`config.mk`:
```
export PLATFORM = sky130hd
export DESIGN_NAME = gerber_command_tokenizer_top
export DESIGN_NICKNAME = d
export VERILOG_FILES = /design/src/rtl/core/gct_pkg.sv /design/src/rtl/core/gct_pos_track.sv /design/src/rtl/core/gct_parser.sv /design/src/rtl/core/gerber_command_tokenizer_top.sv
export SDC_FILE = /design/constraint.sdc
export NUM_CORES = 1
export LEC_CHECK = 0
export BUFFER_PORTS_ARGS = -buffer_cell sky130_fd_sc_hd__buf_2
export CAP_MARGIN = 10
export CORE_ASPECT_RATIO = 1.4
export CORE_UTILIZATION = 49
export CTS_BUF_LIST = sky130_fd_sc_hd__clkbuf_16
export CTS_CLUSTER_SIZE = 10
export DETAILED_ROUTE_END_ITERATION = 8
export HOLD_SLACK_MARGIN = 0.03
export PLACE_DENSITY = 0.67
export SLEW_MARGIN = 20
export SYNTH_ARGS = -nofsm -noshare
export SYNTH_HDL_FRONTEND = slang
export SYNTH_SLANG_ARGS = --single-unit
```
`constraint.sdc`:
```
create_clock -name clk_i -period 9.65 [get_ports clk_i]
set_clock_uncertainty 0.1 [all_clocks]
set_input_delay 0.4825 -clock clk_i [delete_from_list [all_inputs] [get_ports clk_i]]
set_output_delay 0.4825 -clock clk_i [all_outputs]
set_load 0.01 [all_outputs]
```
`src/rtl/core/gct_pkg.sv`:
```
// ----------------------------------------------------------------------------
// Gerber command tokenizer package
// Shared types and codes: token kinds, character codes, position and token
// records passed between the tokenizer modules.
// ----------------------------------------------------------------------------
package gct_pkg;

  // Token kinds
  localparam logic [4:0] KIND_G01 = 5'd0;
  localparam logic [4:0] KIND_G02 = 5'd1;
  localparam logic [4:0] KIND_G03 = 5'd2;
  localparam logic [4:0] KIND_G04 = 5'd3;
  localparam logic [4:0] KIND_G36 = 5'd4;
  localparam logic [4:0] KIND_G37 = 5'd5;
  localparam logic [4:0] KIND_G54 = 5'd6;
  localparam logic [4:0] KIND_G55 = 5'd7;
  localparam logic [4:0] KIND_G70 = 5'd8;
  localparam logic [4:0] KIND_G71 = 5'd9;
  localparam logic [4:0] KIND_G74 = 5'd10;
  localparam logic [4:0] KIND_G75 = 5'd11;
  localparam logic [4:0] KIND_G90 = 5'd12;
  localparam logic [4:0] KIND_G91 = 5'd13;
  localparam logic [4:0] KIND_FS  = 5'd14;
  localparam logic [4:0] KIND_MO  = 5'd15;
  localparam logic [4:0] KIND_ERR = 5'd16;

  // Character codes
  localparam logic [7:0] CH_SPACE = 8'h20;
  localparam logic [7:0] CH_CR    = 8'h0D;
  localparam logic [7:0] CH_LF    = 8'h0A;
  localparam logic [7:0] CH_PCT   = 8'h25;
  localparam logic [7:0] CH_STAR  = 8'h2A;
  localparam logic [7:0] CH_ZERO  = 8'h30;
  localparam logic [7:0] CH_NINE  = 8'h39;
  localparam logic [7:0] CH_FOUR  = 8'h34;
  localparam logic [7:0] CH_A     = 8'h41;
  localparam logic [7:0] CH_F     = 8'h46;
  localparam logic [7:0] CH_G     = 8'h47;
  localparam logic [7:0] CH_I     = 8'h49;
  localparam logic [7:0] CH_L     = 8'h4C;
  localparam logic [7:0] CH_M     = 8'h4D;
  localparam logic [7:0] CH_N     = 8'h4E;
  localparam logic [7:0] CH_O     = 8'h4F;
  localparam logic [7:0] CH_S     = 8'h53;
  localparam logic [7:0] CH_T     = 8'h54;
  localparam logic [7:0] CH_X     = 8'h58;
  localparam logic [7:0] CH_Y     = 8'h59;

  // Source position, each member already clamped to its output width
  typedef struct packed {
    logic [31:0] offset;
    logic [23:0] line;
    logic [15:0] column;
  } pos_t;

  // One byte moving into the parser and position tracker
  typedef struct packed {
    logic       valid;
    logic [7:0] data;
    logic       last;
  } step_t;

  // One result token
  typedef struct packed {
    logic [4:0]  kind;
    logic [15:0] comment_len;
    logic        zeros;
    logic        notation;
    logic [3:0]  x_int;
    logic [3:0]  x_dec;
    logic [3:0]  y_int;
    logic [3:0]  y_dec;
    logic        unit_mm;
    pos_t        pos;
  } token_t;

endpackage

```
`src/rtl/core/gct_pos_track.sv`:
```
// ----------------------------------------------------------------------------
// Gerber tokenizer position tracker
// Saturating byte offset, line and column counters for the source text.
// ----------------------------------------------------------------------------
module gct_pos_track import gct_pkg::*; #(
  parameter int OFFSET_BITS = 32
) (
  input  logic  clk_i,
  input  logic  rst_ni,
  input  step_t step_i,
  input  logic  halt_i,
  output pos_t  pos_o
);

  logic [OFFSET_BITS-1:0] offset_q, offset_d;
  logic [23:0]            line_q, line_d;
  logic [15:0]            column_q, column_d;
  logic [63:0]            offset_wide;

  always_comb begin
    offset_d = offset_q;
    line_d   = line_q;
    column_d = column_q;
    if (step_i.valid && !halt_i) begin
      if (offset_q != '1) offset_d = offset_q + 1'b1;
      if (step_i.data == CH_LF) begin
        if (line_q != '1) line_d = line_q + 1'b1;
        column_d = '0;
      end else if (column_q != '1) begin
        column_d = column_q + 1'b1;
      end
    end
    // end of file: start over
    if (step_i.valid && step_i.last) begin
      offset_d = '0;
      line_d   = '0;
      column_d = '0;
    end
  end

  always_ff @(posedge clk_i or negedge rst_ni) begin
    if (!rst_ni) begin
      offset_q <= '0;
      line_q   <= '0;
      column_q <= '0;
    end else begin
      offset_q <= offset_d;
      line_q   <= line_d;
      column_q <= column_d;
    end
  end

  assign offset_wide   = 64'(offset_q);
  assign pos_o.offset  = (offset_wide > 64'h0000_0000_FFFF_FFFF) ? 32'hFFFF_FFFF
                                                                 : offset_wide[31:0];
  assign pos_o.line    = line_q;
  assign pos_o.column  = column_q;

endmodule

```
`src/rtl/core/gct_parser.sv`:
```
// ----------------------------------------------------------------------------
// Gerber tokenizer command parser
// Per-byte state machine that recognizes G-codes, G04 comments, %FS and %MO,
// and forms one token per complete command or syntax error.
// ----------------------------------------------------------------------------
module gct_parser import gct_pkg::*; #(
  parameter int COMMENT_COUNT_BITS = 16
) (
  input  logic   clk_i,
  input  logic   rst_ni,
  input  step_t  step_i,
  input  pos_t   pos_i,
  output logic   halt_o,
  output logic   tok_valid_o,
  output token_t tok_o
);

  localparam logic [4:0] PH_IDLE     = 5'd0;
  localparam logic [4:0] PH_GZERO    = 5'd1;
  localparam logic [4:0] PH_GDIG     = 5'd2;
  localparam logic [4:0] PH_GDIG4    = 5'd3;
  localparam logic [4:0] PH_GCOMMENT = 5'd4;
  localparam logic [4:0] PH_PCT      = 5'd5;
  localparam logic [4:0] PH_FS_S     = 5'd7;
  localparam logic [4:0] PH_FS_Z     = 5'd8;
  localparam logic [4:0] PH_FS_N     = 5'd9;
  localparam logic [4:0] PH_FS_X     = 5'd10;
  localparam logic [4:0] PH_FS_XI    = 5'd11;
  localparam logic [4:0] PH_FS_XD    = 5'd12;
  localparam logic [4:0] PH_FS_Y     = 5'd13;
  localparam logic [4:0] PH_FS_YI    = 5'd14;
  localparam logic [4:0] PH_FS_YD    = 5'd15;
  localparam logic [4:0] PH_FS_STAR  = 5'd16;
  localparam logic [4:0] PH_FS_END   = 5'd17;
  localparam logic [4:0] PH_MO_O     = 5'd19;
  localparam logic [4:0] PH_MO_U     = 5'd20;
  localparam logic [4:0] PH_MO_V     = 5'd21;
  localparam logic [4:0] PH_MO_STAR  = 5'd22;
  localparam logic [4:0] PH_MO_END   = 5'd23;

  function automatic logic [4:0] code_kind(input logic [6:0] c);
    case (c)
      7'd1:    return KIND_G01;
      7'd2:    return KIND_G02;
      7'd3:    return KIND_G03;
      7'd4:    return KIND_G04;
      7'd36:   return KIND_G36;
      7'd37:   return KIND_G37;
      7'd54:   return KIND_G54;
      7'd55:   return KIND_G55;
      7'd70:   return KIND_G70;
      7'd71:   return KIND_G71;
      7'd74:   return KIND_G74;
      7'd75:   return KIND_G75;
      7'd90:   return KIND_G90;
      7'd91:   return KIND_G91;
      default: return KIND_ERR;
    endcase
  endfunction

  logic [4:0]                    phase_q, phase_d;
  logic [6:0]                    code_q, code_d;
  logic                          big_q, big_d;
  logic [COMMENT_COUNT_BITS-1:0] cmt_q, cmt_d, cmt_inc;
  logic                          zeros_q, zeros_d;
  logic                          nota_q, nota_d;
  logic                          mm_q, mm_d;
  logic [15:0]                   nib_q, nib_d;
  pos_t                          start_q, start_d;
  logic                          halt_q, halt_d;

  logic [7:0]  b;
  logic        dig;
  logic [3:0]  d;
  logic [9:0]  code_x10;
  logic [4:0]  kind_lut;
  logic        known;
  logic        emit;
  logic        fail;
  logic [4:0]  kind_sel;
  logic [31:0] cmt_wide;
  logic [15:0] cmt_clamp;
  logic [15:0] cmt_sel;
  token_t      tok;

  assign b        = step_i.data;
  assign dig      = (b >= CH_ZERO) && (b <= CH_NINE);
  assign d        = 4'(b - CH_ZERO);
  assign code_x10 = 10'({code_q, 3'b000}) + 10'({code_q, 1'b0}) + 10'(d);
  assign kind_lut = code_kind(code_q);
  assign known    = !big_q && (kind_lut != KIND_ERR);
  assign cmt_inc  = (cmt_q == '1) ? cmt_q : cmt_q + 1'b1;
  assign cmt_wide = 32'(cmt_q);
  assign cmt_clamp = (cmt_wide > 32'h0000_FFFF) ? 16'hFFFF : cmt_wide[15:0];

  always_comb begin
    phase_d  = phase_q;
    code_d   = code_q;
    big_d    = big_q;
    cmt_d    = cmt_q;
    zeros_d  = zeros_q;
    nota_d   = nota_q;
    mm_d     = mm_q;
    nib_d    = nib_q;
    start_d  = start_q;
    halt_d   = halt_q;
    emit     = 1'b0;
    fail     = 1'b0;
    kind_sel = KIND_ERR;
    cmt_sel  = '0;

    if (step_i.valid && !halt_q) begin
      case (phase_q)
        PH_IDLE: begin
          if (b != CH_SPACE && b != CH_CR && b != CH_LF) begin
            start_d = pos_i;
            code_d  = '0;
            big_d   = 1'b0;
            cmt_d   = '0;
            zeros_d = 1'b0;
            nota_d  = 1'b0;
            mm_d    = 1'b0;
            nib_d   = '0;
            if (b == CH_G) phase_d = PH_GZERO;
            else if (b == CH_PCT) phase_d = PH_PCT;
            else fail = 1'b1;
          end
        end
        PH_GZERO: begin
          if (b == CH_ZERO) begin
          end else if (dig) begin
            code_d  = 7'(d);
            phase_d = (b == CH_FOUR) ? PH_GDIG4 : PH_GDIG;
          end else begin
            fail = 1'b1;
          end
        end
        PH_GDIG, PH_GDIG4: begin
          if (dig) begin
            if (!big_q) begin
              if (code_x10 > 10'd99) big_d = 1'b1;
              else code_d = code_x10[6:0];
            end
            if (phase_q == PH_GDIG4) cmt_d = cmt_inc;
          end else if (b == CH_STAR) begin
            if (known) begin
              emit     = 1'b1;
              kind_sel = kind_lut;
              phase_d  = PH_IDLE;
            end else if (phase_q == PH_GDIG4 && cmt_q != '0) begin
              emit     = 1'b1;
              kind_sel = KIND_G04;
              cmt_sel  = cmt_clamp;
              phase_d  = PH_IDLE;
            end else begin
              fail = 1'b1;
            end
          end else if (phase_q == PH_GDIG4 && b != CH_PCT) begin
            cmt_d   = cmt_inc;
            phase_d = PH_GCOMMENT;
          end else begin
            fail = 1'b1;
          end
        end
        PH_GCOMMENT: begin
          if (b == CH_STAR) begin
            emit     = 1'b1;
            kind_sel = KIND_G04;
            cmt_sel  = cmt_clamp;
            phase_d  = PH_IDLE;
          end else if (b == CH_PCT) begin
            fail = 1'b1;
          end else begin
            cmt_d = cmt_inc;
          end
        end
        PH_PCT: begin
          if (b == CH_F) phase_d = PH_FS_S;
          else if (b == CH_M) phase_d = PH_MO_O;
          else fail = 1'b1;
        end
        PH_FS_S, PH_FS_X, PH_FS_Y, PH_FS_STAR, PH_MO_O, PH_MO_STAR: begin
          // fixed letter of the command shape
          case (phase_q)
            PH_FS_S:    fail = (b != CH_S);
            PH_FS_X:    fail = (b != CH_X);
            PH_FS_Y:    fail = (b != CH_Y);
            PH_MO_O:    fail = (b != CH_O);
            default:    fail = (b != CH_STAR);
          endcase
          if (!fail) phase_d = phase_q + 5'd1;
        end
        PH_FS_Z: begin
          if (b == CH_T) zeros_d = 1'b1;
          if (b == CH_T || b == CH_L) phase_d = PH_FS_N;
          else fail = 1'b1;
        end
        PH_FS_N: begin
          if (b == CH_I) nota_d = 1'b1;
          if (b == CH_I || b == CH_A) phase_d = PH_FS_X;
          else fail = 1'b1;
        end
        PH_FS_XI, PH_FS_XD, PH_FS_YI, PH_FS_YD: begin
          if (dig) begin
            nib_d   = {nib_q[11:0], d};
            phase_d = phase_q + 5'd1;
          end else begin
            fail = 1'b1;
          end
        end
        PH_FS_END, PH_MO_END: begin
          if (b == CH_PCT) begin
            emit     = 1'b1;
            kind_sel = (phase_q == PH_FS_END) ? KIND_FS : KIND_MO;
            phase_d  = PH_IDLE;
          end else begin
            fail = 1'b1;
          end
        end
        PH_MO_U: begin
          if (b == CH_M) mm_d = 1'b1;
          if (b == CH_M || b == CH_I) phase_d = PH_MO_V;
          else fail = 1'b1;
        end
        PH_MO_V: begin
          if (b == (mm_q ? CH_M : CH_N)) phase_d = PH_MO_STAR;
          else fail = 1'b1;
        end
        default: fail = 1'b1;
      endcase

      // file cut off inside a command
      if (step_i.last && !emit && !fail && phase_d != PH_IDLE) fail = 1'b1;

      if (fail) begin
        emit     = 1'b0;
        kind_sel = KIND_ERR;
        cmt_sel  = '0;
        halt_d   = 1'b1;
        phase_d  = PH_IDLE;
      end
    end

    tok = '0;
    tok.kind        = kind_sel;
    tok.comment_len = cmt_sel;
    if (kind_sel == KIND_FS) begin
      tok.zeros    = zeros_q;
      tok.notation = nota_q;
      tok.x_int    = nib_q[15:12];
      tok.x_dec    = nib_q[11:8];
      tok.y_int    = nib_q[7:4];
      tok.y_dec    = nib_q[3:0];
    end
    if (kind_sel == KIND_MO) tok.unit_mm = mm_q;
    tok.pos = start_d;

    // end of file: back to the reset state, error halt included
    if (step_i.valid && step_i.last) begin
      phase_d = PH_IDLE;
      code_d  = '0;
      big_d   = 1'b0;
      cmt_d   = '0;
      zeros_d = 1'b0;
      nota_d  = 1'b0;
      mm_d    = 1'b0;
      nib_d   = '0;
      start_d = '0;
      halt_d  = 1'b0;
    end
  end

  always_ff @(posedge clk_i or negedge rst_ni) begin
    if (!rst_ni) begin
      phase_q <= PH_IDLE;
      code_q  <= '0;
      big_q   <= 1'b0;
      cmt_q   <= '0;
      zeros_q <= 1'b0;
      nota_q  <= 1'b0;
      mm_q    <= 1'b0;
      nib_q   <= '0;
      start_q <= '0;
      halt_q  <= 1'b0;
    end else begin
      phase_q <= phase_d;
      code_q  <= code_d;
      big_q   <= big_d;
      cmt_q   <= cmt_d;
      zeros_q <= zeros_d;
      nota_q  <= nota_d;
      mm_q    <= mm_d;
      nib_q   <= nib_d;
      start_q <= start_d;
      halt_q  <= halt_d;
    end
  end

  assign halt_o      = halt_q;
  assign tok_valid_o = emit || fail;
  assign tok_o       = tok;

endmodule

```
`src/rtl/core/gerber_command_tokenizer_top.sv`:
```
// ----------------------------------------------------------------------------
// Gerber command tokenizer, top level
// Streams Gerber text bytes in and delivers one token per recognized command
// or syntax error.
// ----------------------------------------------------------------------------
// Usage:
//   Input channel: in_valid_i / in_stall_o carry data_byte_i and last_byte_i,
//   one source byte per transaction. Set last_byte_i on the final byte of a
//   file; afterwards the tokenizer starts over with counters at zero.
//   Output channel: out_valid_o / out_stall_i carry one token per transaction.
//   Bytes that end no command (whitespace, middle of a command) give no token.
// Timing:
//   A byte is held in the input register, then the parser updates its
//   state and writes the result register, which then shows the token.
//   Throughput is one byte per cycle while no token is held under
//   out_stall_i.
// Stall:
//   While a token waits under out_stall_i the input register keeps its byte
//   and in_stall_o rises only once that byte is ready to be parsed.
// Reset:
//   rst_ni clears the valid flags of both registers, the parser state and the position counters.
// ----------------------------------------------------------------------------
module gerber_command_tokenizer_top import gct_pkg::*; #(
  parameter int OFFSET_BITS        = 32,
  parameter int COMMENT_COUNT_BITS = 16
) (
  input  logic        clk_i,
  input  logic        rst_ni,
  input  logic        in_valid_i,
  output logic        in_stall_o,
  input  logic [7:0]  data_byte_i,
  input  logic        last_byte_i,
  output logic        out_valid_o,
  input  logic        out_stall_i,
  output logic [4:0]  token_kind_o,
  output logic [15:0] comment_length_o,
  output logic        zeros_mode_o,
  output logic        coord_notation_o,
  output logic [3:0]  x_integer_digits_o,
  output logic [3:0]  x_decimal_digits_o,
  output logic [3:0]  y_integer_digits_o,
  output logic [3:0]  y_decimal_digits_o,
  output logic        unit_millimetres_o,
  output logic [31:0] start_offset_o,
  output logic [23:0] start_line_o,
  output logic [15:0] start_column_o
);

  // Input register
  logic       in_vld_q;
  logic [7:0] in_data_q;
  logic       in_last_q;

  // Result register
  logic   out_vld_q;
  token_t out_tok_q;

  logic   res_ready;
  logic   fire;
  logic   accept;
  step_t  step;
  pos_t   pos;
  logic   halt;
  logic   tok_valid;
  token_t tok;

  // The result register frees up when empty or when its token is taken.
  assign res_ready  = !out_vld_q || !out_stall_i;
  assign fire       = in_vld_q && res_ready;
  assign in_stall_o = in_vld_q && !res_ready;
  assign accept     = in_valid_i && !in_stall_o;

  always_ff @(posedge clk_i or negedge rst_ni) begin
    if (!rst_ni) begin
      in_vld_q <= 1'b0;
    end else if (accept) begin
      in_vld_q <= 1'b1;
    end else if (fire) begin
      in_vld_q <= 1'b0;
    end
  end

  // Hold the byte until the parser consumes it.
  always_ff @(posedge clk_i) begin
    if (accept) begin
      in_data_q <= data_byte_i;
      in_last_q <= last_byte_i;
    end
  end

  assign step.valid = fire;
  assign step.data  = in_data_q;
  assign step.last  = in_last_q;

  gct_pos_track #(
    .OFFSET_BITS(OFFSET_BITS)
  ) u_pos (
    .clk_i  (clk_i),
    .rst_ni (rst_ni),
    .step_i (step),
    .halt_i (halt),
    .pos_o  (pos)
  );

  gct_parser #(
    .COMMENT_COUNT_BITS(COMMENT_COUNT_BITS)
  ) u_parser (
    .clk_i       (clk_i),
    .rst_ni      (rst_ni),
    .step_i      (step),
    .pos_i       (pos),
    .halt_o      (halt),
    .tok_valid_o (tok_valid),
    .tok_o       (tok)
  );

  // Advance the result register whenever it is free; drop bytes with no token.
  always_ff @(posedge clk_i or negedge rst_ni) begin
    if (!rst_ni) begin
      out_vld_q <= 1'b0;
    end else if (res_ready) begin
      out_vld_q <= fire && tok_valid;
    end
  end

  always_ff @(posedge clk_i) begin
    if (fire && tok_valid) begin
      out_tok_q <= tok;
    end
  end

  assign out_valid_o        = out_vld_q;
  assign token_kind_o       = out_tok_q.kind;
  assign comment_length_o   = out_tok_q.comment_len;
  assign zeros_mode_o       = out_tok_q.zeros;
  assign coord_notation_o   = out_tok_q.notation;
  assign x_integer_digits_o = out_tok_q.x_int;
  assign x_decimal_digits_o = out_tok_q.x_dec;
  assign y_integer_digits_o = out_tok_q.y_int;
  assign y_decimal_digits_o = out_tok_q.y_dec;
  assign unit_millimetres_o = out_tok_q.unit_mm;
  assign start_offset_o     = out_tok_q.pos.offset;
  assign start_line_o       = out_tok_q.pos.line;
  assign start_column_o     = out_tok_q.pos.column;

  // Input backpressure only comes from a blocked result.
  a_stall_cause: assert property (@(posedge clk_i) disable iff (!rst_ni)
    in_stall_o |-> (out_valid_o && out_stall_i))
    else $error("input stalled without a blocked result");

  a_kind_range: assert property (@(posedge clk_i) disable iff (!rst_ni)
    out_valid_o |-> (token_kind_o <= KIND_ERR))
    else $error("token kind out of range");

  a_err_clean: assert property (@(posedge clk_i) disable iff (!rst_ni)
    (out_valid_o && token_kind_o == KIND_ERR) |->
      (comment_length_o == 16'd0 && zeros_mode_o == 1'b0 &&
       unit_millimetres_o == 1'b0 && x_integer_digits_o == 4'd0))
    else $error("error token carries command fields");

  a_cmt_only_g04: assert property (@(posedge clk_i) disable iff (!rst_ni)
    (out_valid_o && token_kind_o != KIND_G04) |-> (comment_length_o == 16'd0))
    else $error("comment length on a token other than G04");

  a_no_overwrite: assert property (@(posedge clk_i) disable iff (!rst_ni)
    (out_valid_o && out_stall_i) |=> out_valid_o)
    else $error("stalled token lost");

endmodule
```
==> results of run 1 <==
==> through the flow <==
step,utilization,hold slack (ns)
after floorplan,-,0.0869
after global placement,0.532,0.385
after detailed placement,0.532,0.387
after CTS,0.572,0.154
after global routing,0.573,0.191
final,0.573,0.171
==> worst max-delay path: cells and delay by family, from the launching register on <==
family / cells / cell delay (ns)
AND/OR/NAND/NOR: 5 / 2.52
AO/OA/AOI/OAI: 3 / 0.94
buffers and inverters: 1 / 0.43
flip-flops: 1 / 0.53
==> sequential cells by signal (all words and copies together), names as in the netlist, 5 cells and up <==
signal / count
u_parser.phase_q: 5
comment_length_o: 16
start_column_o: 16
start_line_o: 24
u_parser.code_q: 7
u_pos.offset_q: 32
u_pos.line_q: 24
u_pos.column_q: 16
u_parser.nib_q: 16
start_offset_o: 32
u_parser.cmt_q: 16
token_kind_o: 5
in_data_q: 8
u_parser.start_q: 72
==> logic make-up after synthesis <==
group,count (synthesis),share of synthesized area
and+or+nand+nor,565,0.201
xor gates and xnor gates,66,0.0384
buffers and inverters,118,0.0310
AOI/OAI and AO/OA,217,0.0903
muxes,69,0.0512
adders and majority gates,25,0.0218
DFF,316,0.566
==> power by group <==
| part | total (mW) | internal, mW | switching, mW |
|---|---|---|---|
| Sequential | 1.65 | 1.57 | 0.0856 |
| Combinational | 0.672 | 0.225 | 0.447 |
| Clock | 1.27 | 0.731 | 0.534 |
| Total | 3.59 | 2.52 | 1.07 |
==> path summary, 6_finish.rpt <==
kind                                          startpoint                        endpoint  slack [ns]  cells after the start
max in group asynchronous                         rst_ni  u_parser.start_q[60]$_DFF_PN0_        6.94                      4
max reg2reg                       in_data_q[7]$_DFFE_PP_    start_offset_o[14]$_DFFE_PP_        4.70                      9
min reg2reg                u_parser.nib_q[5]$_DFFE_PN0P_   u_parser.nib_q[9]$_DFFE_PN0P_        0.40                      2
min                                          out_stall_i            in_vld_q$_DFFE_PN0P_        0.17                      3
min in group asynchronous                         rst_ni       u_parser.mm_q$_DFFE_PN0P_        0.39                      2
max                               in_data_q[7]$_DFFE_PP_    start_offset_o[14]$_DFFE_PP_        4.70                      9
==> layer usage <==
layer / up-vias / global-route usage / share of wire
met5: - / 0 / 0
met4: 0 / 0.110 / 0.044
met3: 94 / 0.0409 / 0.043
met2: 271 / 0.404 / 0.51
met1: 5348 / 0.283 / 0.41
li1: 5164 / - / -
==> area by class of cell <==
class	instances	area, µm²	area share
Antenna cell	1	2.50	0.000145
Timing Repair Buffer	150	847	0.0491
Sequential cell	316	8510	0.494
Tap cell	385	482	0.0279
Multi-Input combinational cell	942	6090	0.353
Clock inverter	30	139	0.00805
Inverter	51	191	0.0111
Clock buffer	39	976	0.0566
==> layout by cell type, fill, tap and decap left out, drive strengths merged, types with 47 or more instances in the layout <==
| master | synthesis | layout |
|---|---|---|
| nand2 | 98 | 98 |
| edfxtp | 121 | 121 |
| nor3 | 47 | 47 |
| inv | 51 | 79 |
| dfrtp | 195 | 195 |
| buf | 9 | 138 |
| o21ai | 89 | 89 |
| nor2 | 121 | 121 |
| nand3 | 67 | 67 |
| xor2 | 53 | 53 |
| and2 | 81 | 81 |
| mux2 | 63 | 63 |
==> impl_results.md, run 1 <==
* Largest fanout of any net on the critical path at slightly above 70
* Finished layout cell area at 17,200 µm²
* Slowest CP cell: sky130_fd_sc_hd__nor4bb_1
* Total of cells resized after clock tree synthesis at 0
* Routability Congestion at 0.906
* Critical path endpoint category: register
* Vias per inst at between 5 and 6
* Count of vias placed by the detailed router at approximately 11k
* Sequential fraction of the synthesis area at 0.566
* Relative area change from synthesis to final layout at 14.6%
* TritonCTS buffer count at 38
* Core footprint at ~30,000 µm²
* CP cell instances: nor4bb_1 -> nand2_1 -> a211oi_2 -> nand3_1 -> or4_1 -> or3_1 -> o41ai_1 -> a21oi_4 -> buf_4
* Number of sinks driven by the clock tree at about 320
* Iter 0 DRT Violations at 696
* Number of storage elements in the synthesis netlist at 316
* Clock buffer depth at 3
* Min Clock Period, post-route at 4.95 ns
* Dominant cell by count in the synthesized netlist: sky130_fd_sc_hd__dfrtp_1
* Net count after synthesis at 1,414
* Routed wire per std cell at 18.7 µm
* Most used flip-flop cell after synthesis: sky130_fd_sc_hd__dfrtp_1
* GRT Util Overall at 0.234
* Congestion Overflow GR at 0
* Clock network latency to the later pin of the worst-skew pair at 0.53 ns
* Class of the tightest hold or removal check: primary input to register
* Fraction of the cycle the final worst path needs at 0.513
* Final critical-path setup slack at 4.70 ns
* Final HPWL DP at 24,000 µm
* Post-CTS repair timing setup buffer count at 0
* Count of final max-slew check failures at 0
* Number of warnings printed during yosys synthesis at 0
* Critical path type: register to register
* Required time at the endpoint of the critical path at 9.70 ns
* Clock tree root buffer cell: sky130_fd_sc_hd__clkbuf_16
* Number of placed instances, taps included at 1,833
* Most numerous cell types in the synthesized netlist: sky130_fd_sc_hd__dfrtp_1 (195), sky130_fd_sc_hd__edfxtp_1 (121), sky130_fd_sc_hd__nor2_1 (121)
* Post-synth top area share at 0.324
* Count of different cell masters after synthesis at 76
* Area after detailed placement at around 16,000 µm²
* # port buffers at 126
* Number of non-filler instances in the completed layout at approximately 1.9k
* Floorplan die area at 31,400 µm²
* Worst setup SP type: register
* Cell types with the largest area share after synthesis: sky130_fd_sc_hd__dfrtp_1 (32%), sky130_fd_sc_hd__edfxtp_1 (24%), sky130_fd_sc_hd__mux2_2 (4.7%)
* Starting Density at 0.499
* Max Cap Viol at 0
* Number of cell rows at 75
* Maximum number of pins on one net before global-route repair at 88
* Slew at the pin with the worst max-slew slack at 1.04 ns
* Number of enable-type register cells in the synthesized netlist at ~120
* Power density over the cells at ~210 nW/µm²
* Via count of the first global-routing pass at 11.0k
* Clock edge transition at the registers on the reported setup and hold paths at 0.06 ns
* Number of H-tree branching levels at 2
* Initial antenna violation count at 1
* Proportion of synthesized flip-flops having asynchronous set or reset at 0.617
* Drt total wl at roughly 36,000 µm
* Post-detailed-route count of antenna-violating nets at 0
* FMAX at 202 MHz
* Highest ir drop seen on vdd at about 150 µV
* Area of the mapped netlist at 15,000 µm²
* CTS hold repair buffers at 11
* Max-slew headroom at 0.304
* Final hold violation count at 0
* Leakage at around 7.6 nW
* Fillcell total at 2,560
* Clock tree from TritonCTS: yes
* Fraction of final layout cells sized beyond drive strength 1 at 0.179
* Final Power at about 3.6 mW
* Cell type contributing the most total cell area after synthesis: sky130_fd_sc_hd__dfrtp_1
* Die Width at 150 µm
* Mapped Cells at between 1k and 1.5k
* Pre-CTS WS at around 4.7 ns
* TNS Setup at 0 ns
* Post-layout net count at 1,537
* Vertical extent of the die at about 210 µm
* First-pass GRT wire length at approximately 58,000 µm
* Final setup violation count at 0
* Average footprint of a synthesized cell at 10.9 µm²
* Status: finished, final reports clean
* Total DRC errors in the routed layout at 0
* Setup repair after global routing missed its margin: no
* Number of detailed-route iterations in the first pass at 6
* Number of top-level pins at 127
* Delay of the slowest cell on the worst path at 0.91 ns
* Arrival time of data at the critical path endpoint at 5.00 ns
No activity file was read; power rests on OpenSTA's default activity.
==> run 2: changes to the inputs <==
--- a/config.mk
+++ b/config.mk
@@ -13,7 +13,7 @@
 export CTS_CLUSTER_SIZE = 10
 export DETAILED_ROUTE_END_ITERATION = 8
 export HOLD_SLACK_MARGIN = 0.03
-export PLACE_DENSITY = 0.67
+export PLACE_DENSITY = 0.7
 export SLEW_MARGIN = 20
 export SYNTH_ARGS = -nofsm -noshare
 export SYNTH_HDL_FRONTEND = slang
==> constraint.sdc (replaced) <==
create_clock -name clk_i -period 4.4 [get_ports clk_i]
set_clock_uncertainty 0.1 [all_clocks]
set_input_delay 0.22 -clock clk_i [delete_from_list [all_inputs] [get_ports clk_i]]
set_output_delay 0.22 -clock clk_i [all_outputs]
set_load 0.01 [all_outputs]
==> run 2 against run 1 <==
  * Total power up 120%
  * Critical path depth up 3
  * Design area up 1.6%
  * Wire length up 1.0%
  * Setup slack worse by 4.5 ns
  * Register-to-register slack worse by 4.5 ns
  * Sequential power up 120%
==> impl_results.md, run 2 (synthesis gave the netlist of run 1 again) <==
* Total DRC errors in the routed layout at 0 (unchanged)
* Stages on the worst setup path at 12 (+3)
* FMAX at 238 MHz (+18%)
* Drt total wl at 36,200 µm (+1.0%)
* Setup repair after global routing missed its margin: yes
* Start point of the critical path: u_parser.phase_q[0]$_DFFE_PN0N_
* Number of H-tree branching levels at 2 (unchanged)
* GRT Util Overall at 0.240 (+0.00591)
* Vias per inst at 5.64 (-0.70%)
* Number of top-level pins at 127 (unchanged)
* Highest ir drop seen on vdd at 401 µV (+160%)
* Final hold slack at 0.190 ns (+0.0189 ns)
* Relative area change from synthesis to final layout at 16.4%
* Delay of the slowest cell on the worst path at 0.50 ns (-0.41 ns)
* Post-CTS repair timing setup buffer count at 0 (unchanged)
* Min Clock Period, post-route at 4.20 ns (-0.751 ns)
* Number of non-filler instances in the completed layout at 1,934 (+1.0%)
* Max Cap Viol at 0 (unchanged)
* Slowest CP cell: sky130_fd_sc_hd__or4_1
* Worst setup SP type: register
* # port buffers at 126 (unchanged)
* Critical path endpoint category: register
* Power density over the cells at 449 nW/µm² (+120%)
* Largest fanout of any net on the critical path at 72 (unchanged)
* Total of cells resized after clock tree synthesis at 0 (unchanged)
* Highest-count cells in the layout ignoring fill and taps: sky130_fd_sc_hd__dfrtp_1 (193), sky130_fd_sc_hd__buf_2 (125), sky130_fd_sc_hd__edfxtp_1 (121)
* Max-slew headroom at 0.315 (+0.0118)
* Number of cell rows at 75 (unchanged)
* Fraction of final layout cells sized beyond drive strength 1 at 0.196 (+0.0176)
* Post-layout net count at 1,560 (+1.5%)
* Routability Congestion at 0.927 (+2.2%)
* Largest register by flop count: u_parser.start_q
* Number of sinks driven by the clock tree at 316 (unchanged)
* Iter 0 DRT Violations at 471 (-32%)
* Required time at the endpoint of the critical path at 4.52 ns (-5.18 ns)
* TritonCTS buffer count at 37 (-2.6%)
* Leading cell type in the layout, fill and taps excluded: sky130_fd_sc_hd__dfrtp_1
* Final setup violation count at 0 (unchanged)
* Number of flip-flops under the largest register name at 72 (unchanged)
* CP delay by family, top: simple AND/OR/NAND/NOR gates
* Number of detailed-route iterations in the first pass at 5 (-1)
* Area used by sequential logic in the layout at 8520 µm² (about the same)
* Number of placed instances, taps included at 1,855 (+1.2%)
* Fillcell total at 2,562 (+0.078%)
* Worst R2R End: start_column_o[2]$_DFFE_PP_
* Clock tree from TritonCTS: yes
* Routed wire per std cell at 18.7 µm (about the same)
* Final hold violation count at 0 (unchanged)
* Floorplan die area at 31,400 µm² (unchanged)
* Worst path buffer plus inverter count at 2 (+1)
* Leakage at 7.68 nW (+1.6%)
* Count of final max-slew check failures at 0 (unchanged)
* Critical path type: register to register
* Die Width at 150 µm (unchanged)
* Clock tree root buffer cell: sky130_fd_sc_hd__clkbuf_16
* Maximum number of pins on one net before global-route repair at 74 (-16%)
* Status: finished, final reports clean
* Vertical extent of the die at 209 µm (unchanged)
* Antenna diodes at 0 (-1)
* Class of the tightest hold or removal check: primary input to asynchronous set/reset pin
* Congestion Overflow GR at 0 (unchanged)
* Final HPWL DP at 25,000 µm (+3.9%)
* Count of vias placed by the detailed router at 10.9k (+0.34%)
* Core footprint at 30,100 µm² (unchanged)
* Arrival time of data at the critical path endpoint at 4.32 ns (-0.68 ns)
* Depth of the worst register-to-register path at 12 (+3)
* Timing endpoint of the critical path: start_column_o[2]$_DFFE_PP_
* FF-to-FF setup slack at 0.20 ns (-4.50 ns)
* Clock buffer depth at 3 (unchanged)
* Initial antenna violation count at 0 (-1)
* CP cell instances: inv_2 -> ha_4 -> mux2_4 -> a2111o_1 -> and3_1 -> nor3_2 -> nor2_2 -> or4_1 -> or3_1 -> o41ai_2 -> a21oi_4 -> buf_12
* Clock edge transition at the registers on the reported setup and hold paths at 0.05 ns (about the same)
* Via count of the first global-routing pass at 11.4k (+3.6%)
* Slew at the pin with the worst max-slew slack at 1.02 ns (-0.0271 ns)
* R2R Path Start: u_parser.phase_q[0]$_DFFE_PN0N_
* Multi-input combinational cell area at 6160 µm² (+1.1%)
* Clock network latency to the later pin of the worst-skew pair at 0.52 ns (about the same)
* First-pass GRT wire length at 59,300 µm (+3.0%)
* Fraction of the cycle the final worst path needs at 0.955 (+0.441)
* Post-detailed-route count of antenna-violating nets at 0 (unchanged)
* Starting Density at 0.499 (unchanged)
run 2: layout make-up:
class | count | share of cell area
timing repair buffer | 174 | 0.0618
clock inverter | 27 | 0.00607
tap | 385 | 0.0275
clock buffer | 39 | 0.0557
inverter | 51 | 0.0109
sequential | 316 | 0.486
multi-input combinational | 942 | 0.352
run 2: how the worst min path moves through the flow:
stage | from | endpoint | slack (ns) | depth (start not counted)
4_1_cts | rst_ni | u_parser.code_q[4]$_DFFE_PN0P_ | 0.23 | 2
3_5_place_dp | rst_ni | u_parser.code_q[4]$_DFFE_PN0P_ | 0.20 | 1
6_report | rst_ni | u_parser.code_q[4]$_DFFE_PN0P_ | 0.19 | 2
3_3_place_gp | rst_ni | u_parser.code_q[4]$_DFFE_PN0P_ | 0.19 | 1
2_1_floorplan | rst_ni | in_vld_q$_DFFE_PN0P_ | -0.18 | 0
5_1_grt | rst_ni | u_parser.code_q[6]$_DFFE_PN0P_ | 0.25 | 2
run 2: power by group:
group / internal, mW / leakage, nW / switching (mW) / total, mW
Clock: 1.58 / 0.620 / 1.13 / 2.71
Sequential: 3.43 / 3.85 / 0.181 / 3.61
Combinational: 0.532 / 3.21 / 1.00 / 1.54
run 2: metrics by stage:
| step | total power [mW] | util | setup WS (ns) | TNS (ns) | cell area [µm²] |
|---|---|---|---|---|---|
| CTS | 7.96 | 0.581 | 0.205 | 0 | 17500 |
| floorplan | 4.60 | - | -0.301 | -33.72 | 15100 |
| detailed placement | 5.19 | 0.541 | 0.235 | 0 | 16300 |
| global placement | 5.16 | 0.541 | 0.258 | 0 | 16300 |
| global route | 8.27 | 0.581 | -0.00426 | -0.00426 | 17500 |
| finish | 7.86 | 0.581 | 0.200 | 0 | 17500 |
run 2: timing repair:
item,in CTS,in global routing
endpoints found under the setup margin,0,1
hold buffers,13,0
hold endpoints to repair,81,0
run 2: worst reg2reg max path, cell delays in order (launching register included):
cell and delay [ns]:
sky130_fd_sc_hd__dfrtp_2 0.47, sky130_fd_sc_hd__inv_2 0.10, sky130_fd_sc_hd__ha_4 0.17, sky130_fd_sc_hd__mux2_4 0.28, sky130_fd_sc_hd__a2111o_1 0.40, sky130_fd_sc_hd__and3_1 0.21, sky130_fd_sc_hd__nor3_2 0.27, sky130_fd_sc_hd__nor2_2 0.09
sky130_fd_sc_hd__or4_1 0.50, sky130_fd_sc_hd__or3_1 0.43, sky130_fd_sc_hd__o41ai_2 0.41, sky130_fd_sc_hd__a21oi_4 0.14, sky130_fd_sc_hd__buf_12 0.25
run 2: metal layers:
layer	wire, µm	global-route usage
met1	14500	0.284
met5	0	0
met2	18900	0.427
met3	1520	0.0398
met4	1270	0.100
==> run 3: changes to the inputs <==
--- a/config.mk
+++ b/config.mk
@@ -14,6 +14,7 @@
 export DETAILED_ROUTE_END_ITERATION = 8
 export HOLD_SLACK_MARGIN = 0.03
 export PLACE_DENSITY = 0.7
+export RECOVER_POWER = 50
 export SLEW_MARGIN = 20
 export SYNTH_ARGS = -nofsm -noshare
 export SYNTH_HDL_FRONTEND = slang
==> run 3 against run 2 <==
  * The run now ends with capacitance limit, slew limit left
  * Wire length about the same
  * Highest routed layer unchanged
  * Maximum frequency increased by 0.49%
  * Sequential share of layout area grew 0.51 points
  * Total power shrank 0.53%
  * Critical endpoint is now start_column_o[4]$_DFFE_PP_
  * Largest cell class unchanged
  * Count of clock-buffer cells in the layout is the same
  * Clock power is essentially flat
  * Hold slack improved by 0.13 ns
==> impl_results.md, run 3 (synthesis gave the netlist of run 1 again) <==
* Final hold slack at 0.319 ns (+0.129 ns)
* FF-to-FF setup slack at 0.22 ns (+0.02 ns)
* Combinational group share of total power at 0.190 (-0.005)
* Iter 0 DRT Violations at 477 (+1.3%)
* Final setup violation count at 0 (unchanged)
* Clock tree root buffer cell: sky130_fd_sc_hd__clkbuf_16
* Final hold violation count at 0 (unchanged)
* R2R Path Start: u_parser.phase_q[0]$_DFFE_PN0N_
* CP cell instances: inv_2 -> ha_4 -> mux2_4 -> a2111o_1 -> and3_1 -> nor3_2 -> nor2_2 -> or4_1 -> or3_1 -> o41ai_2 -> a21oi_4 -> buf_12
* Largest register by flop count: u_parser.start_q
* Pre-CTS WS at 0.235 ns (unchanged)
* Core footprint at 30,100 µm² (unchanged)
* Start point of the critical path: u_parser.phase_q[0]$_DFFE_PN0N_
* Starting Density at 0.499 (unchanged)
* Critical path endpoint category: register
* Number of flip-flops under the largest register name at 72 (unchanged)
* First-pass GRT wire length at 59,300 µm (unchanged)
* Via count of the first global-routing pass at 11.4k (unchanged)
* Number of cell rows at 75 (unchanged)
* Clock edge transition at the registers on the reported setup and hold paths at 0.05 ns (about the same)
* Violations in the final reports: capacitance limit, slew limit
* Final critical-path setup slack at 0.221 ns (+0.0206 ns)
* Clock buffer depth at 3 (unchanged)
* Routed wire per std cell at 18.7 µm (about the same)
* Internal at 5.49 mW (-0.97%)
* Hold path cells at 2
* Fraction of the cycle the final worst path needs at 0.950 (-0.00469)
* Congestion Overflow GR at 0 (unchanged)
* Number of sinks driven by the clock tree at 316 (unchanged)
* Slew at the pin with the worst max-slew slack at 1.98 ns (+0.959 ns)
* Number of top-level pins at 127 (unchanged)
* Post-CTS repair timing setup buffer count at 0 (unchanged)
* Initial antenna violation count at 0 (unchanged)
* # port buffers at 126 (unchanged)
* FMAX at 239 MHz (+0.49%)
* Worst setup SP type: register
* Max-slew headroom at -0.318 (-0.633)
* Clock network latency to the later pin of the worst-skew pair at 0.52 ns (about the same)
* Vertical extent of the die at 209 µm (unchanged)
* Worst-case hold path end point: in_data_q[0]$_DFFE_PP_
* Fillcell total at 2,623 (+2.4%)
* Leakage at 7.33 nW (-4.5%)
* Count of vias placed by the detailed router at 10.9k (+0.15%)
* Count of final max-slew check failures at 74 (+74)
* Number of placed instances, taps included at 1,855 (unchanged)
* Delay of the slowest cell on the worst path at 0.50 ns (about the same)
* Min Clock Period, post-route at 4.18 ns (-0.0206 ns)
* Min-Delay Startpoint: data_byte_i[0]
* Maximum number of pins on one net before global-route repair at 74 (unchanged)
* TritonCTS buffer count at 37 (unchanged)
* Setup repair after global routing missed its margin: yes
* Final Power at 7.82 mW (-0.53%)
* Power density over the cells at 451 nW/µm² (+0.51%)
* Routability Congestion at 0.927 (unchanged)
* Drt total wl at 36,200 µm (about the same)
* Post-layout net count at 1,560 (unchanged)
* Depth of the worst register-to-register path at 12 (unchanged)
* Number of H-tree branching levels at 2 (unchanged)
* Max Cap Viol at 1 (+1)
* Worst R2R End: start_column_o[4]$_DFFE_PP_
* Area used by sequential logic in the layout at 8520 µm² (unchanged)
* Floorplan die area at 31,400 µm² (unchanged)
* Final HPWL DP at 25,000 µm (unchanged)
* Highest-count cells in the layout ignoring fill and taps: sky130_fd_sc_hd__dfrtp_1 (193), sky130_fd_sc_hd__edfxtp_1 (121), sky130_fd_sc_hd__nor2_1 (119)
* Highest ir drop seen on vdd at 400 µV (-0.20%)
* Fraction of power consumed by sequential logic at 0.463 (+0.004)
* Switch share at 0.298 (+0.00312)
* Clock tree from TritonCTS: yes
* Total of cells resized after clock tree synthesis at 0 (unchanged)
* Die Width at 150 µm (unchanged)
* Status: finished, violations left
* Slowest CP cell: sky130_fd_sc_hd__or4_1
* Vias per inst at 5.65 (+0.15%)
* Total DRC errors in the routed layout at 0 (unchanged)
* Required time at the endpoint of the critical path at 4.53 ns (about the same)
* Fraction of final layout cells sized beyond drive strength 1 at 0.116 (-0.0801)
* Worst path buffer plus inverter count at 2 (unchanged)
* Number of non-filler instances in the completed layout at 1,934 (unchanged)
* Number of detailed-route iterations in the first pass at 5 (unchanged)
* Leading cell type in the layout, fill and taps excluded: sky130_fd_sc_hd__dfrtp_1
* Switching power total at 2.33 mW (+0.53%)
* CP delay by family, top: simple AND/OR/NAND/NOR gates
* Multi-input combinational cell area at 6150 µm² (-0.22%)
* GRT Util Overall at 0.240 (unchanged)
* Largest fanout of any net on the critical path at 72 (unchanged)
* Arrival time of data at the critical path endpoint at 4.31 ns (about the same)
* Post-Route Utilization at 0.575 (-0.00598)
* Antenna diodes at 0 (unchanged)
* Clock Power Share at 0.348 (+0.003)
* Class of the tightest hold or removal check: primary input to register
* Critical path type: register to register
* Relative area change from synthesis to final layout at 15.2%
* Post-detailed-route count of antenna-violating nets at 0 (unchanged)
[run 3: cell count changes in the layout (fill, tap and decap cells not counted), moves of 2 or more]
cell                       delta
sky130_fd_sc_hd__clkbuf_1   +116
sky130_fd_sc_hd__buf_2      -115
sky130_fd_sc_hd__mux2_2       -6
sky130_fd_sc_hd__and2_0       +3
sky130_fd_sc_hd__clkbuf_2     +5
sky130_fd_sc_hd__mux2_1       +6
sky130_fd_sc_hd__buf_4        -5
sky130_fd_sc_hd__and2_1       -2
[run 3: how the worst max path moves through the flow]
stage	cells after the start	endpoint	slack [ns]
floorplan	12	comment_length_o[0]$_SDFFCE_PP0P_	-0.30
global placement	12	start_column_o[2]$_DFFE_PP_	0.26
detailed placement	12	start_column_o[2]$_DFFE_PP_	0.23
CTS	12	start_line_o[18]$_DFFE_PP_	0.20
global route	13	start_line_o[18]$_DFFE_PP_	-0.004
finish	12	start_column_o[4]$_DFFE_PP_	0.22
[run 3: power groups by stage]
stage	Combinational (mW)	Clock, mW	Sequential (mW)
floorplan	0.867	0	3.73
global placement	1.50	0	3.66
detailed placement	1.53	0	3.67
CTS	1.55	2.79	3.61
global route	1.66	2.91	3.65
finish	1.48	2.72	3.62
[run 3: area by class of cell]
type / count / area share
Clock buffer: 39 / 0.0563
Clock inverter: 27 / 0.00613
Sequential cell: 316 / 0.491
Inverter: 51 / 0.0110
Multi-Input combinational cell: 942 / 0.355
Tap cell: 385 / 0.0278
Timing Repair Buffer: 174 / 0.0528
[run 3: what timing repair did]
| action | CTS | global route |
|---|---|---|
| hold buffers | 13 | 0 |
| hold endpoints to repair | 81 | 0 |
| endpoints found under the setup margin | 0 | 1 |
[run 3: metal layers]
metal	track usage	routed length, µm
met1	0.284	14600
met2	0.427	18800
met3	0.0398	1480
met4	0.100	1340
met5	0	0
[run 3: through the flow]
| stage | TNS (ns) | instance area [µm²] |
|---|---|---|
| finish | 0 | 17300 |
| global route | -0.00426 | 17300 |
| CTS | 0 | 17500 |
| detailed placement | 0 | 16300 |
| global placement | 0 | 16300 |
| floorplan | -33.72 | 15100 |
[run 3: worst reg2reg max path, stage by stage (launching register included)]
cell                       delay, ns
sky130_fd_sc_hd__dfrtp_2        0.47
sky130_fd_sc_hd__inv_2          0.10
sky130_fd_sc_hd__ha_4           0.18
sky130_fd_sc_hd__mux2_4         0.28
sky130_fd_sc_hd__a2111o_1       0.40
sky130_fd_sc_hd__and3_1         0.21
sky130_fd_sc_hd__nor3_2         0.27
sky130_fd_sc_hd__nor2_2         0.09
sky130_fd_sc_hd__or4_1          0.50
sky130_fd_sc_hd__or3_1          0.43
sky130_fd_sc_hd__o41ai_2        0.41
sky130_fd_sc_hd__a21oi_4        0.14
sky130_fd_sc_hd__buf_12         0.27
